### src/hdl/tcw_pkg.sv
// Shared constants for the text console character writer.
package tcw_pkg;

  localparam int TCW_COLUMNS = 80;
  localparam int TCW_ROWS    = 25;

  localparam logic [7:0] BLANK_CODE = 8'h20;
  localparam logic [7:0] ATTR_RESET = 8'h0A;

  localparam logic [7:0] CH_LF  = 8'h0A;
  localparam logic [7:0] CH_CR  = 8'h0D;
  localparam logic [7:0] CH_BS  = 8'h08;
  localparam logic [7:0] CH_TAB = 8'h09;

  localparam int TAB_STOP = 8;

  localparam logic [1:0] MODE_PUT   = 2'd0;
  localparam logic [1:0] MODE_CLEAR = 2'd1;
  localparam logic [1:0] MODE_READ  = 2'd2;

endpackage

### src/hdl/tcw_cursor.sv
// Cursor step unit: next column and row for one put-mode byte.
module tcw_cursor
  import tcw_pkg::*;
#(
  parameter int COLUMNS = TCW_COLUMNS,
  parameter int ROWS    = TCW_ROWS,
  localparam int CW     = $clog2(COLUMNS),
  localparam int RW     = $clog2(ROWS)
) (
  input  logic [CW-1:0] col_i,
  input  logic [RW-1:0] row_i,
  input  logic [7:0]    code_i,
  output logic [CW-1:0] col_o,
  output logic [RW-1:0] row_o,
  output logic          print_o,
  output logic          scroll_o
);

  logic [CW:0] col_ext;
  logic [CW:0] col_new;
  logic        row_inc;
  logic [RW:0] row_sum;

  assign col_ext = {1'b0, col_i};

  always_comb begin
    col_new = col_ext;
    row_inc = 1'b0;
    print_o = 1'b0;
    case (code_i)
      CH_LF: begin
        col_new = '0;
        row_inc = 1'b1;
      end
      CH_CR: begin
        col_new = '0;
      end
      CH_BS: begin
        // hold at column 0, no reverse wrap
        if (col_ext != '0) col_new = col_ext - (CW+1)'(1);
      end
      CH_TAB: begin
        col_new = (col_ext + (CW+1)'(TAB_STOP)) & ~((CW+1)'(TAB_STOP - 1));
      end
      default: begin
        col_new = col_ext + (CW+1)'(1);
        print_o = 1'b1;
      end
    endcase

    // wrap past the last column
    if (32'(col_new) >= COLUMNS) begin
      col_new = '0;
      row_inc = 1'b1;
    end

    row_sum = {1'b0, row_i} + (RW+1)'(row_inc);
    col_o   = col_new[CW-1:0];
    if (32'(row_sum) >= ROWS) begin
      row_o    = RW'(ROWS - 1);
      scroll_o = 1'b1;
    end else begin
      row_o    = row_sum[RW-1:0];
      scroll_o = 1'b0;
    end
  end

endmodule

### config.mk
export PLATFORM = sky130hd
export DESIGN_NAME = tcw_cursor
export DESIGN_NICKNAME = d
export VERILOG_FILES = /design/src/hdl/tcw_pkg.sv /design/src/hdl/tcw_cursor.sv
export SDC_FILE = /design/constraint.sdc
export NUM_CORES = 1
export LEC_CHECK = 0
export BUFFER_PORTS_ARGS = -buffer_cell sky130_fd_sc_hd__buf_4
export CAP_MARGIN = 25
export CORE_MARGIN = 2
export CORE_UTILIZATION = 47
export DETAILED_ROUTE_END_ITERATION = 12
export PLACE_DENSITY = 0.82
export SLEW_MARGIN = 20
export SYNTH_ARGS = -nofsm -noshare
export SYNTH_HDL_FRONTEND = slang
export SYNTH_SLANG_ARGS = --single-unit
### constraint.sdc
create_clock -name vclk -period 3
set_input_delay 0 -clock vclk [all_inputs]
set_output_delay 0 -clock vclk [all_outputs]
set_load 0.02 [all_outputs]
Yosys cells after proc, flatten, opt, wreduce, memory -nomap -nowiden
Index checks and enable logic that the tools add are counted.
{"block": "totals", "regBits": 0, "inputBits": 20, "output_inout_bits": 14, "elab_cells": 21}
{"block": "op_classes", "add_sub_neg": 4, "magnitude_cmp": 2, "n_eq_ne": 4, "n_mux": 8, "reduce_logical": 3}
{"cell": "$eq A8 B4 Y1 const B", "count": 4}
{"cell": "$pmux W8 S3", "count": 1}
{"cell": "$add A7 B1 Y8 const B", "count": 1}
{"cell": "$add A7 B4 Y8 const B", "count": 1}
{"cell": "$ge A8 B7 Y1 const B", "count": 1}
{"cell": "$mux W8", "count": 1}
{"cell": "$reduce_bool A8 Y1", "count": 1}
{"cell": "$sub A7 B1 Y8 const B", "count": 1}
{"cell": "$mux W7", "count": 1}
{"cell": "$add A5 B1 Y6", "count": 1}
{"cell": "$ge A6 B5 Y1 const B", "count": 1}
{"cell": "$mux W5", "count": 1}
{"cell": "$mux W1", "count": 4}
{"cell": "$reduce_or A4 Y1", "count": 1}
{"cell": "$reduce_or A2 Y1", "count": 1}

Longest topological paths before layout
Gate-level depths: netlist of the first run.
{"block": "logic_depth", "word_depth": 8, "mapped_depth": 15}

Worst setup path before layout of the first run
OpenSTA, ideal clock, no wires.
{"block": "synth_timing", "path_kind": "input to output", "start": "input port col_i[0]", "end": "output port row_o[2]", "arrival_time_ns": 3.357, "t_required_ns": 3.000, "setup_slack_ns": -0.357, "cell_stages": 15, "path_buffers": 0, "path_cell_list": "inv_1 ha_1 or4b_4 nor3_4 o311ai_1 a221o_2 a211o_1 ha_1 ha_1 o31ai_1 nand2b_1 o2111ai_1 o41a_1 inv_1 nor2_1"}
{"block": "synth_via", "elab_chain_len": 8}
{"item": "from (decl)", "line": "tcw_cursor.sv:10", "rtl": "input logic [CW-1:0] col_i,"}
{"item": "$sub A7 B1 Y8 / $reduce_bool A8 Y1 (equally long branches)", "line": "tcw_cursor.sv:40", "rtl": "if (col_ext != '0) col_new = col_ext - (CW+1)'(1);"}
{"item": "$mux W8", "line": "tcw_cursor.sv:40"}
{"item": "$pmux W8 S3 *", "line": "tcw_cursor.sv:30", "rtl": "case (code_i)"}
{"item": "$ge A8 B7 Y1 *", "line": "tcw_cursor.sv:52", "rtl": "if (32'(col_new) >= COLUMNS) begin"}
{"item": "$mux W1 *", "line": "tcw_cursor.sv:52"}
{"item": "$add A5 B1 Y6 *", "line": "tcw_cursor.sv:57", "rtl": "row_sum = {1'b0, row_i} + (RW+1)'(row_inc);"}
{"item": "$ge A6 B5 Y1", "line": "tcw_cursor.sv:59", "rtl": "if (32'(row_sum) >= ROWS) begin"}
{"item": "$mux W5 *", "line": "tcw_cursor.sv:59"}
{"item": "to (decl)", "line": "tcw_cursor.sv:14", "rtl": "output logic [RW-1:0] row_o,"}
Mark *: on every way between the ends. The rest lies on a longest branch, timed or not.

Final worst setup path of the first run
{"block": "layout_timing", "start": "input port col_i[0]", "end": "output port row_o[1]"}
The elaborated chain is that of the path after synthesis.

==> results of run 1 <==
-- worst max-delay path: cells and delay by family --
kind	cells	cell delay, ns
simple gates	4	0.91
compound gates	6	1.38
fa+ha+maj	3	0.53
buf+inv	3	0.26
-- power by group through the flow --
stage,sequential (mW),combinational (mW),clock [mW]
floorplan,0,0.111,0
global placement,0,0.193,0
detailed placement,0,0.198,0
CTS,0,0.216,0
global route,0,0.237,0
finish,0,0.222,0
-- through the flow --
stage          hold slack, ns  total power [mW]   TNS [ns]  instances  utilization [%]
2_1_floorplan          0.1286            0.1106  -0.007814        117                -
3_3_place_gp           0.3175            0.1934    -0.3213        189            77.70
3_5_place_dp           0.3204            0.1977    -0.7085        189            77.70
4_1_cts                0.3275            0.2162    -0.2369        192            81.48
5_1_grt                0.3585            0.2373    -0.6636        193            82.67
6_report               0.3312            0.2219    -0.2884        193            82.67
-- cell type report --
| type | instances | area, sq um |
|---|---|---|
| fill | 106 | 292.8 |
| inverter | 10 | 55.05 |
| multi-input combinational | 104 | 828.3 |
| tap | 17 | 21.27 |
| timing repair buffer | 62 | 491.7 |
-- timing repair --
item	CTS	global route
gates resized for setup	12	4
pin swaps	12	0
setup buffers	3	1
endpoints found under the setup margin	4	4
endpoints found under the hold margin	0	0
-- synth_stat cells, drive strengths merged (3+ instances only) --
cell type / n / share of area (%)
and2: 3 / 2.3
nor3: 8 / 6.3
nor3b: 3 / 2.7
mux2i: 3 / 3.7
buf: 3 / 4.7
a21oi: 4 / 2.4
inv: 10 / 4.6
o21ai: 4 / 2.4
nor2: 7 / 3.2
o32ai: 4 / 4.3
nand2: 10 / 4.6
and3: 4 / 3.4
xnor2: 5 / 5.3
nand3: 6 / 3.7
ha: 6 / 9.2
a211oi: 4 / 3.7
-- logic make-up after synthesis --
kind of cell             after synthesis
AND/OR/NAND/NOR                       55
AO/OA/AOI/OAI                         35
buffers and inverters                 13
adder cells (fa/ha/maj)                6
XOR/XNOR                               5
multiplexers                           3
-- worst max path at each step --
stage / startpoint / end / cells after the start
floorplan: col_i[1] / row_o[2] / 15
global placement: col_i[1] / row_o[1] / 16
detailed placement: col_i[1] / row_o[0] / 16
CTS: col_i[0] / row_o[0] / 16
global route: col_i[0] / row_o[2] / 17
finish: col_i[0] / row_o[1] / 16
-- metal layers --
metal  up-vias  part of all wire [%]
li1        578                     -
met1       544                    39
met2        54                    52
met3         6                   6.0
met4         0                   2.0
met5         -                     0
==> summary.txt, run 1 <==
Status
  • Status: finished with violations
  • Failing checks: negative setup slack

Floorplanning
  • Die Ht: 45.76 um
  • Die area: 2094 sq um
  • IO Count: 34
  • Core area: 1689 sq um
  • Starting density of the core: 48.52%
  • Die W: 45.76 um
  • Rows: 15

Yosys
  • Cell count after synthesis: 117
  • Synth Net Count: 143
  • Syn Area/Cell: 7.005 sq um
  • Mux cell area share after synthesis: 3.664%
  • Yosys warns: 0
  • Post-Synth XOR/XNOR Area: 5.344%
  • Area share of fa/ha/maj cells after synthesis: 9.160%
  • Largest family of logic cells by synthesized area: simple AND/OR/NAND/NOR gates
  • Distinct cells, synth: 49
  • Mapped Area: 819.5 sq um
  • Compound-Gate Fraction of Synth Area: 32.52%
  • Synth Area in Simple Gates: 40.00%
  • Sequential fraction of the synthesis area: 0%

Final layout
  • Final instance area: 1396 sq um
  • Commonest non-fill, non-tap cell in the layout: buf_4
  • Total inserted antenna cells: 0
  • P&R area growth vs syn: 70.38%
  • Number of sequential cells: 0
  • Nets: 204
  • Register area: 0 sq um
  • Clkbuf count: 0
  • Share of post-route cells with drive strength above 1: 48.30%
  • Commonest cells after routing, fill and taps aside: 56 x buf_4, 10 x nand2_1, 7 x nor3_1

Drt
  • Routed Antenna Nets: 0
  • DRT Wirelength: 2.995 mm
  • Via-to-Cell Ratio: 6.124
  • Via count: 1182
  • TritonRoute pass-1 iters: 4
  • Remaining DRCs: 0
  • WL/cell: 15.52 um
  • DR iter-0 viols: 44

Global route
  • Vias in the first global route: 1060
  • First-pass GRT wire length: 4.581 mm
  • Total GRT Usage: 29.09%
  • Global route overflow: 0
  • GR Layer Usage met1: 37.50%
  • Pin count of the biggest net entering global routing: 10
  • GR peak layer: met2
  • Met2 Track Usage GR: 53.52%
  • GR Layer Usage met3: 1.190%
  • Initial antenna violation count: 0

Worst hold path
  • Hold EP: row_o[3]
  • HP Start: row_i[3]
  • Hold Path Class: in2out
  • WHS Path Cells: 3

Placed design
  • PortBufs: 34
  • Post-place setup slack: -0.2007 ns
  • Placed Area: 1313 sq um
  • Placer Congestion: 0.9412
  • Dpl hpwl: 2.326 mm

Setup path
  • Crit-path max FO: 4
  • Startpoint types: input port
  • Most used cell, CP: ha_4
  • Worst-path cell with the longest stage delay: or4b_4
  • Worst Setup End Kind: output port
  • CP cell instances: buf_8 > inv_6 > ha_4 > or4b_4 > nor3_4 > o311ai_2 > a221o_2 > a211o_1 > ha_4 > ha_4 > o31ai_2 > nand2b_1 > o2111ai_1 > o41a_1 > and2_4 > buf_6
  • Crit path kind: in2out
  • Max incr delay on CP: 0.47 ns
  • Worst path required time: 3.00 ns
  • Arrival time at the worst endpoint: 3.09 ns

Power and ir drop
  • Switching Fraction: 49.15%
  • Comb power frac: 100.0%
  • Internal power: 0.1128 mW
  • Clock Power Share: 0%
  • Psw: 0.1091 mW
  • Worst VDD drop: 0.1071 mV
  • Flop pwr share: 0%
  • Total leakage power: 0.6315 nW
  • Pwr dens: 158.9 nW/um^2

Timing
  • Slew Limit Fails: 0
  • Tightest Pin Transition: 0.5642 ns
  • Min cycle time layout: 3.091 ns
  • Setup violators final: 4
  • RSZ-0062 raised after global routing: yes
  • Period utilization: 103.0%
  • Final Hold Fails: 0
  • Worst Slack Setup Final: -0.09106 ns
  • Fmax: 323.5 MHz
  • Slew HR: 62.16%

Flow run
  • Max Cap Violations: 0

Clocking
  • Count of hold-fix buffers inserted at cts: 0
Note: power is estimated with default switching activity, not from simulation.
==> inputs of run 2 (changes only) <==
--- a/config.mk
+++ b/config.mk
@@ -5,12 +5,13 @@
 export SDC_FILE = /design/constraint.sdc
 export NUM_CORES = 1
 export LEC_CHECK = 0
+export ABC_AREA = 1
 export BUFFER_PORTS_ARGS = -buffer_cell sky130_fd_sc_hd__buf_4
 export CAP_MARGIN = 25
 export CORE_MARGIN = 2
-export CORE_UTILIZATION = 47
+export CORE_UTILIZATION = 46
 export DETAILED_ROUTE_END_ITERATION = 12
-export PLACE_DENSITY = 0.82
+export PLACE_DENSITY = 0.81
 export SLEW_MARGIN = 20
 export SYNTH_ARGS = -nofsm -noshare
 export SYNTH_HDL_FRONTEND = slang
==> summary.txt, run 2 <==
Placed design
  • Placer Congestion: 0.9405
  • Placed Area: 1044 sq um
  • PortBufs: 34
  • Dpl hpwl: 1.969 mm

Global route
  • Initial antenna violation count: 0
  • Pin count of the biggest net entering global routing: 9
  • Global route overflow: 0
  • First-pass GRT wire length: 3.788 mm
  • Vias in the first global route: 945
  • Total GRT Usage: 23.92%

Timing
  • Setup violators final: 0
  • TNS Setup: 0 ns
  • Slew HR: 76.73%
  • Fmax: 387.0 MHz
  • Min cycle time layout: 2.584 ns
  • Slew Limit Fails: 0
  • Final Hold Fails: 0
  • Period utilization: 86.13%
  • RSZ-0062 raised after global routing: no
  • Tightest Pin Transition: 0.3478 ns

Drt
  • TritonRoute pass-1 iters: 4
  • Via-to-Cell Ratio: 5.221
  • WL/cell: 10.91 um
  • Remaining DRCs: 0
  • Routed Antenna Nets: 0
  • DR iter-0 viols: 47
  • DRT Wirelength: 2.225 mm
  • Via count: 1065

Floorplanning
  • Die area: 2040 sq um
  • IO Count: 34
  • Die W: 45.17 um
  • Die Ht: 45.17 um
  • Rows: 14
  • Starting density of the core: 50.57%
  • Core area: 1541 sq um

Final layout
  • P&R area growth vs syn: 33.87%
  • Commonest non-fill, non-tap cell in the layout: nand2_1
  • Fillcell total: 157
  • Register area: 0 sq um
  • Commonest cells after routing, fill and taps aside: 37 x nand2_1, 34 x buf_4, 31 x inv_1
  • Number of sequential cells: 0
  • Combined area of the multi-input logic cells: 651.9 sq um
  • Total inserted antenna cells: 0
  • Final instance area: 1044 sq um
  • Clkbuf count: 0
  • Share of post-route cells with drive strength above 1: 23.94%
  • Nets: 216

Yosys
  • Yosys warns: 0
  • Synth Net Count: 181
  • Distinct cells, synth: 23
  • Cell count after synthesis: 155
  • Post-synth top area cell: nand2_1
  • Synth area leaders: nand2_1 18%, inv_1 15%, nor2_1 13%
  • Sequential fraction of the synthesis area: 0%
  • Mapped Area: 779.5 sq um
  • Syn Area/Cell: 5.029 sq um
  • Count leader, synth: nand2_1
  • Most frequent cells after synthesis: 37 x nand2_1, 31 x inv_1, 26 x nor2_1
  • Post-synth top area share: 17.82%

Power and ir drop
  • Total power: 0.1616 mW
  • Worst VDD drop: 0.08809 mV
  • Total leakage power: 0.6028 nW
  • Pwr dens: 154.9 nW/um^2

Flow run
  • Max Cap Violations: 0

Worst hold path
  • HP Start: row_i[3]
  • Hold Path Class: in2out

Clocking
  • Count of hold-fix buffers inserted at cts: 0
  • Cts repair resizes: 0
  • Post-CTS setup buffers: 0

Setup path
  • Worst path required time: 3.00 ns
  • Worst Setup End Kind: output port
  • Crit-path max FO: 6
  • Startpoint types: input port
  • Arrival time at the worst endpoint: 2.58 ns
  • Crit. Startpoint: col_i[3]
  • Crit path kind: in2out

Status
  • Status: complete, no violations
-- run 2: layout make-up --
type | instances | share of cell area, %
multi-input cells | 123 | 62.47
repair buffers | 34 | 24.46
well taps | 16 | 1.918
inverters | 31 | 11.15
-- run 2: kinds of logic (layout without fill, tap and decap cells) --
family	Yosys count	after routing	synth area share (%)
AOI/OAI and AO/OA	10	10	7.543
xor gates and xnor gates	7	7	7.865
adders and majority gates	6	6	9.631
buffers and inverters	32	65	16.37
and+or+nand+nor	100	100	58.59
-- run 2: path summary, 6_finish.rpt --
kind | endpoint | slack, ns | cells past startpoint
worst min-delay path | row_o[3] | 0.39 | 4
worst max-delay path | row_o[1] | 0.42 | 18
-- run 2: per-layer routing --
layer,vias to the layer above,GRT usage (%),part of all wire (%)
met4,0,2.941,0
met3,0,0.8000,8.1
met5,-,0,0
met1,448,34.52,45
li1,560,-,-
met2,57,40.29,47
-- run 2: power by group --
part	switching, mW	internal [mW]	total (mW)
clock network	0	0	0
registers	0	0	0
logic	0.0934	0.0683	0.162
-- run 2: worst max-delay path: stages --
cell and delay, ns:
buf_4 0.14, inv_1 0.11, ha_1 0.21, nor3b_1 0.29, nand2_1 0.08, nand4_1 0.08, o21ai_0 0.08, nor2_1 0.24
nand3_1 0.13, ha_1 0.23, ha_1 0.21, xor2_1 0.15, inv_1 0.08, nand3_1 0.06, nand3b_1 0.10, nand2_1 0.11
nor2_1 0.11, buf_4 0.15
-- run 2: per-stage QoR --
step	std cells	worst slack, ns	hold slack, ns	util (%)
global route	204	0.1316	0.4215	67.69
CTS	204	0.4322	0.3912	67.69
floorplan	155	0.6741	0.1802	-
finish	204	0.4160	0.3875	67.69
detailed placement	204	0.4380	0.3910	67.69
global placement	204	0.5249	0.3898	67.69
==> inputs of run 3 (changes only) <==
--- a/config.mk
+++ b/config.mk
@@ -12,6 +12,7 @@
 export CORE_UTILIZATION = 46
 export DETAILED_ROUTE_END_ITERATION = 12
 export PLACE_DENSITY = 0.81
+export RECOVER_POWER = 50
 export SLEW_MARGIN = 20
 export SYNTH_ARGS = -nofsm -noshare
 export SYNTH_HDL_FRONTEND = slang
==> summary.txt, run 3 (synthesis results as in run 2) <==
Status
  • Status: complete, no violations

Final layout
  • Clkbuf count: 0
  • Final instance area: 1015 sq um
  • Commonest cells after routing, fill and taps aside: 39 x nand2_1, 31 x inv_1, 29 x buf_4
  • Share of post-route cells with drive strength above 1: 20.21%
  • Register area: 0 sq um
  • Nets: 216
  • Number of sequential cells: 0
  • P&R area growth vs syn: 30.18%
  • Commonest non-fill, non-tap cell in the layout: nand2_1
  • Total inserted antenna cells: 0

Timing
  • Slew Limit Fails: 0
  • Tightest Pin Transition: 0.3483 ns
  • Worst Slack Setup Final: 0.4830 ns
  • TNS Setup: 0 ns
  • Period utilization: 83.90%
  • Fmax: 397.3 MHz
  • Final Hold Fails: 0
  • Setup violators final: 0
  • Slew HR: 76.69%
  • RSZ-0062 raised after global routing: no
  • Min cycle time layout: 2.517 ns

Global route
  • Initial antenna violation count: 0
  • Global route overflow: 0
  • Vias in the first global route: 945
  • Total GRT Usage: 23.92%
  • First-pass GRT wire length: 3.788 mm
  • Pin count of the biggest net entering global routing: 9

Setup path
  • Most used cell, CP: nand2_1
  • Crit path kind: in2out
  • Arrival time at the worst endpoint: 2.52 ns
  • Worst-path cell with the longest stage delay: ha_1
  • Max incr delay on CP: 0.29 ns
  • Crit-path max FO: 5
  • Worst path required time: 3.00 ns
  • Worst Setup End Kind: output port
  • Startpoint types: input port
  • CP cell instances: buf_4 > inv_1 > ha_1 > nand4_1 > nand3_1 > nand2_1 > nor2_1 > nand2_1 > nand2_1 > nand3_1 > ha_1 > ha_1 > xor2_1 > inv_1 > nand3_1 > nand3b_1 > nand2_1 > nor2_1 > buf_4
  • Crit-path leading delay family: simple AND/OR/NAND/NOR gates
  • CP Buf/Inv Count: 4

Floorplanning
  • Core area: 1541 sq um
  • Die W: 45.17 um
  • Starting density of the core: 50.57%
  • IO Count: 34
  • Rows: 14
  • Die area: 2040 sq um
  • Die Ht: 45.17 um

Worst hold path
  • Hold Path Class: in2out

Drt
  • WL/cell: 10.99 um
  • Via count: 1050
  • Remaining DRCs: 0
  • DR iter-0 viols: 54
  • TritonRoute pass-1 iters: 4
  • DRT Wirelength: 2.241 mm
  • Routed Antenna Nets: 0
  • Via-to-Cell Ratio: 5.147

Power and ir drop
  • Pwr dens: 153.2 nW/um^2
  • Worst VDD drop: 0.08384 mV
  • Total leakage power: 0.5831 nW
  • Total power: 0.1555 mW

Placed design
  • Placed Area: 1044 sq um
  • PortBufs: 34
  • Placer Congestion: 0.9405
  • Post-place setup slack: 0.4380 ns
  • Dpl hpwl: 1.969 mm

Clocking
  • Count of hold-fix buffers inserted at cts: 0
  • Post-CTS setup buffers: 0
  • Cts repair resizes: 0

Flow run
  • Max Cap Violations: 0
## run 3: cell count changes in the layout (fill, tap and decap cells not counted), sizes merged
cell	delta
buf	-5
clkbuf	+5
## run 3: cell type report
cell class | instances | area [sq um]
Timing Repair Buffer | 34 | 236.5
Tap cell | 16 | 20.02
Fill cell | 161 | 526.8
Inverter | 31 | 116.4
Multi-Input combinational cell | 123 | 641.9
## run 3: final timing paths
kind / end / slack [ns] / from / cells past startpoint
worst max-delay path: row_o[1] / 0.48 / col_i[0] / 19
worst min-delay path: row_o[3] / 0.39 / row_i[3] / 4
## run 3: routing by layer
metal / up-vias / global-route usage, % / part of all wire [%]
met5: - / 0 / 0
met4: 0 / 2.941 / 0
met3: 0 / 0.8000 / 7.1
met2: 46 / 40.29 / 47
met1: 448 / 34.52 / 46
li1: 556 / - / -
## run 3: stage by stage
step           hold slack, ns  utilization [%]  instances
2_1_floorplan          0.1802                -        155
3_3_place_gp           0.3898            67.69        204
3_5_place_dp           0.3910            67.69        204
4_1_cts                0.3912            67.69        204
5_1_grt                0.4215            65.83        204
6_report               0.3872            65.83        204
## run 3: power breakdown
part / switching, mW / internal (mW) / total [mW]
registers: 0 / 0 / 0
logic: 0.0921 / 0.0634 / 0.156
clock network: 0 / 0 / 0
total: 0.0921 / 0.0634 / 0.156
